==> config.mk <==
export PLATFORM = sky130hd
export DESIGN_NAME = mfp_cdiv
export DESIGN_NICKNAME = d
export VERILOG_FILES = /design/src/rtl/mfp_mul64.sv /design/src/rtl/mfp_cdiv.sv
export SDC_FILE = /design/constraint.sdc
export NUM_CORES = 1
export LEC_CHECK = 0
export ABC_AREA = 1
export ABC_CLOCK_PERIOD_IN_PS = 1400
export BUFFER_PORTS_ARGS = -buffer_cell sky130_fd_sc_hd__buf_2
export CAP_MARGIN = 20
export CORE_MARGIN = 2
export CORE_UTILIZATION = 53
export DETAILED_ROUTE_END_ITERATION = 10
export HOLD_SLACK_MARGIN = 0.06
export PLACE_DENSITY = 0.8
export SETUP_SLACK_MARGIN = 0.2
export SLEW_MARGIN = 20
export SYNTH_ARGS = -nofsm -noshare
export SYNTH_HDL_FRONTEND = slang
export SYNTH_SLANG_ARGS = --single-unit
==> constraint.sdc <==
create_clock -name clk -period 1.4 [get_ports clk]
set_input_delay 0.28 -clock clk [delete_from_list [all_inputs] [get_ports clk]]
set_output_delay 0.28 -clock clk [all_outputs]
set_load 0.005 [all_outputs]
==> src/rtl/mfp_mul64.sv <==
// Two-stage 64x64 multiplier built from four 32x32 partial products, with sideband delay.
module mfp_mul64 #(
  parameter int SIDE_W = 1
) (
  input  logic              clk,
  input  logic              rst,
  input  logic              vld_i,
  input  logic [63:0]       a,
  input  logic [63:0]       b,
  input  logic [SIDE_W-1:0] side_i,
  output logic              vld_o,
  output logic [127:0]      prod,
  output logic [SIDE_W-1:0] side_o
);
  logic [63:0]       p00, p01, p10, p11;
  logic [SIDE_W-1:0] side_s1;
  logic              vld_s1;

  always_ff @(posedge clk) begin
    if (rst) begin
      vld_s1 <= 1'b0;
      vld_o  <= 1'b0;
    end else begin
      vld_s1 <= vld_i;
      vld_o  <= vld_s1;
    end
  end

  always_ff @(posedge clk) begin
    p00     <= 64'(a[31:0])  * 64'(b[31:0]);
    p01     <= 64'(a[31:0])  * 64'(b[63:32]);
    p10     <= 64'(a[63:32]) * 64'(b[31:0]);
    p11     <= 64'(a[63:32]) * 64'(b[63:32]);
    side_s1 <= side_i;
    prod    <= {p11, p00} + {32'd0, p01, 32'd0} + {32'd0, p10, 32'd0};
    side_o  <= side_s1;
  end

endmodule

==> src/rtl/mfp_cdiv.sv <==
// Truncating division of a 64-bit value by a constant: reciprocal multiply and one correction.
module mfp_cdiv #(
  parameter int unsigned DIV    = 2,
  parameter int          SIDE_W = 1
) (
  input  logic              clk,
  input  logic              rst,
  input  logic              vld_i,
  input  logic [63:0]       v,
  input  logic [SIDE_W-1:0] side_i,
  output logic              vld_o,
  output logic [63:0]       q,
  output logic [SIDE_W-1:0] side_o
);
  localparam logic [64:0] RECIP_FULL = (65'd1 << 64) / 65'(DIV);
  localparam logic [63:0] RECIP      = RECIP_FULL[63:0];
  localparam logic [63:0] DIV_W      = 64'(DIV);

  logic [127:0]         prod;
  logic [63+SIDE_W:0]   m_side;
  logic                 m_vld;
  logic [63:0]          q0, qd, v3, rem;
  logic [SIDE_W-1:0]    side3;
  logic                 vld3;

  mfp_mul64 #(.SIDE_W(64 + SIDE_W)) u_mul (
    .clk    (clk),
    .rst    (rst),
    .vld_i  (vld_i),
    .a      (v),
    .b      (RECIP),
    .side_i ({v, side_i}),
    .vld_o  (m_vld),
    .prod   (prod),
    .side_o (m_side)
  );

  always_ff @(posedge clk) begin
    if (rst) begin
      vld3  <= 1'b0;
      vld_o <= 1'b0;
    end else begin
      vld3  <= m_vld;
      vld_o <= vld3;
    end
  end

  assign rem = v3 - qd;

  // estimate is low by at most one
  always_ff @(posedge clk) begin
    q0     <= prod[127:64];
    qd     <= 64'(prod[127:64] * DIV_W);
    v3     <= m_side[63+SIDE_W:SIDE_W];
    side3  <= m_side[SIDE_W-1:0];
    q      <= (rem >= DIV_W) ? (q0 + 64'd1) : q0;
    side_o <= side3;
  end

endmodule

=== Word level (Yosys, flattened, before mapping) ===
Index checks and enable logic that the tools add are counted.

* Register bits after elaboration: 583
* Input port bits: 68
* Logic and storage cells: 20

* Add/sub/neg operators: 3
* Magnitude comparators: 1
* Muxes and demuxes: 1

{| class="wikitable"
|+ Operators with widths
! kind !! count
|-
| 127-bit by 95-bit adder with 128-bit output || 1
|-
| 64-bit by 1-bit adder with 64-bit output (second input constant) || 1
|-
| 64-bit by 2-bit greater-or-equal comparator with 1-bit output (second input constant) || 1
|-
| 64-bit two-way mux || 1
|-
| 64-bit subtractor || 1
|}

=== Depth between registers and ports, before layout ===
* Depth after elaboration: 3
* Mapped depth: 2

=== By module ===
A second synthesis with hierarchy kept.

* Cell total of the unflattened synthesis: 23598
* Area, all modules: 174074.5 um^2

{| class="wikitable"
|+ Modules (own cells, without submodules)
! module !! instances !! cells an instance !! area each (um^2) !! seq. area each (um^2)
|-
| mfp_mul64 || 1 || 21461 || 161058.2 || 10329.9
|-
| mfp_cdiv || 1 || 2137 || 13016.2 || 3903.7
|}

=== Worst setup path after synthesis ===
No wires, ideal clock.

* Path kind: register to output
* From: register q[0]
* To: output port q[0]
* Data arrival time: 0.298 ns
* Path slack: 0.822 ns
* Cell stages (with the launch flop): 1
* Cell sequence: dfxtp_1

{| class="wikitable"
|+ RTL lines
! element !! RTL line !! text
|-
| start, declared || mfp_cdiv.sv:12 || <nowiki>output logic [63:0] q,</nowiki>
|-
| start signal, assigned || mfp_cdiv.sv:56 || <nowiki>q <= (rem >= DIV_W) ? (q0 + 64'd1) : q0;</nowiki>
|}

No word-level cell between the ends.

=== Worst setup path after layout ===
* From: register q[62]
* To: output port q[62]

No word-level cell between the ends.

==> out/results.txt <==
Run status - finished clean
Num CTS Buffers - 24
Setup TNS Final - 0 ns
Die span in x - 103.5 um
Clock-pin slew on the worst setup and hold paths - 0.07 ns
DP Worst Slack - 0.7095 ns
Port bufs - 131
Die Y - 103.5 um
Critical path startpoint - q[62]
IO Pins - 134
HP Start - v3[14]
Slowest stage delay, CP - 0.32 ns
DP Cell Count - 533
Vias in the first global route - 2637
Final Routed Wirelength - 9018 um
Synthesized area per cell - 19.43 sq um
Min cycle time layout - 1.271 ns
Post-route setup slack - 0.1292 ns
Max clock buf depth - 3
Gpl congestion - 0.6461
Hold WC Path Type - reg2reg
Hpwl dp - 4222 um
CTS Root Cell - clkbuf_8
P per Cell Area - 1851 nW/um^2
Maximum clock rate - 786.9 MHz
Core Area - 9684 sq um
R2R setup slack - 0.89 ns
Post-synth cell types - 5
Wire per inst - 14.02 um
P_leak - 3.451 nW
1st-pass router iterations - 3
Crit path capture type - primary output
Vias/cell - 3.883
Sequential share of the synthesized area - 99.21%
Layout cells sized above 1 - 40.78%
Starting density of the core - 54.17%
Fin. Hold Viols - 0
Clock sinks - 260
Critical Path RT - 1.12 ns
Area Overhead vs Synth - 47.36%
Post-synthesis register bit count - 260
First-pass GRT wire length - 12380 um
Filler cells - 504
Delay-heaviest family, CP - flip-flops
Synth Instances - 270
Final worst path period share - 90.77%
Die area - 10710 sq um
Clock skew - 0.006007 ns
WS Path Type - reg2out
Synthesized net count - 338
Slew Limit Fails - 0
RSZ-0062 raised after global routing - yes
Yosys warnings - 0
Reg2reg end - u_mul.vld_o
Rows - 36
Number of setup violations in the final report - 0
Critical Path AT - 0.99 ns
CTS tree - built
Worst Path Max Fanout - 1
Largest net degree at the start of global routing - 17
Post-Syn Area - 5246 sq um
Worst vdd ir - 1.570 mV
Global route overflow - 0
Total track usage - 15.56%
Stages on the worst setup path - 1
Worst Setup Start Kind - flop
Non-filler cells in the finished layout - 643
DRC viols - 0
Slowest-stage cell, CP - dfxtp_1
R2R depth - 2
Crit path to - q[62]
Crit-path cells - buf_2
Routed Antenna Nets - 0
Diode count - 0
FF-to-FF Start - u_mul.vld_s1
Initial antenna violation count - 0
Clock Latency Late Sink - 0.55 ns
Layout Nets - 560
Max_cap viols - 0
Buf/Inv on CP - 1
CTS HTree Levels - 1
Via count - 2497
Total Power - 0.01431 W
DRT iter0 DRCs - 33
-- kinds of logic after synthesis --
logic type / synth area share [%]
buffers and inverters: 0.4293
DFF: 99.21
other: 0.07148
and+or+nand+nor: 0.2861
-- flip-flops by register name, summed over array words and instances (netlist names) --
signal and flops:
q 63, u_mul.side_o 63, u_mul.side_s1 63, v3 62, q0 1, side3 1
side_o 1, u_mul.p11 1, u_mul.prod 1, u_mul.vld_o 1, u_mul.vld_s1 1, vld3 1
vld_o 1
-- timing repair --
action | CTS | global route
resized for setup | 7 | 65
hold buffers | 66 | 0
endpoints found under the setup margin | 65 | 65
hold endpoints to repair | 68 | 0
buffers inserted | 0 | 0
-- final cells by class --
type,count,area (sq um),area share (%)
multi-input cells,5,18.77,0.2428
clock buffers,31,634.4,8.205
flip-flops and latches,260,5251,67.92
repair buffers,197,1535,19.86
well taps,133,166.4,2.152
inverters,4,15.01,0.1942
clock inverters,13,110.1,1.424
-- layer usage --
layer / vias to the layer above / track usage [%] / share of wire [%]
met3: 14 / 5.040 / 7.7
met2: 95 / 29.58 / 54
met1: 1115 / 15.78 / 37
met5: - / 0 / 0
met4: 0 / 5.567 / 1.1
li1: 1273 / - / -
-- power by group --
group          internal (W)  switching, W  leakage (nW)  total, W
Sequential          0.00781      0.000113          2.19   0.00792
Clock               0.00338       0.00260         0.369   0.00597
Combinational      0.000305      0.000116         0.889  0.000421
-- stage by stage --
step,util [%],cell area (sq um),hold WS (ns)
finish,79.83,7731,0.3202
global route,79.83,7731,0.3169
CTS,77.29,7485,0.3184
detailed placement,62.58,6061,0.3121
global placement,62.58,6061,0.3095
floorplan,-,5246,0.3077
-- cells in the mapped netlist --
cell type | number | area (sq um)
buf_4 | 1 | 7.510
inv_1 | 4 | 15.01
dfxtp_1 | 260 | 5205
conb_1 | 1 | 3.750
nor2_1 | 4 | 15.01
-- worst min-delay path by stage --
stage	end	cells past startpoint	slack, ns
floorplan	u_mul.p11[62]	0	0.31
global placement	v3[38]	0	0.31
detailed placement	q[34]	0	0.31
CTS	v3[28]	0	0.32
global route	v3[28]	0	0.32
finish	q[13]	0	0.32
-- cell usage in the layout (no fill, tap or decap) --
cell / n
dlygate4sd3_1: 66
clkbuf_8: 5
buf_2: 96
inv_6: 1
nor2_1: 4
inv_1: 4
clkinv_8: 1
clkbuf_1: 4
conb_1: 1
dfxtp_2: 37
clkinvlp_4: 2
bufinv_16: 1
buf_6: 35
dfxtp_1: 223
clkinv_2: 8
clkbuf_16: 22
Note: power is estimated with default switching activity, not from simulation.
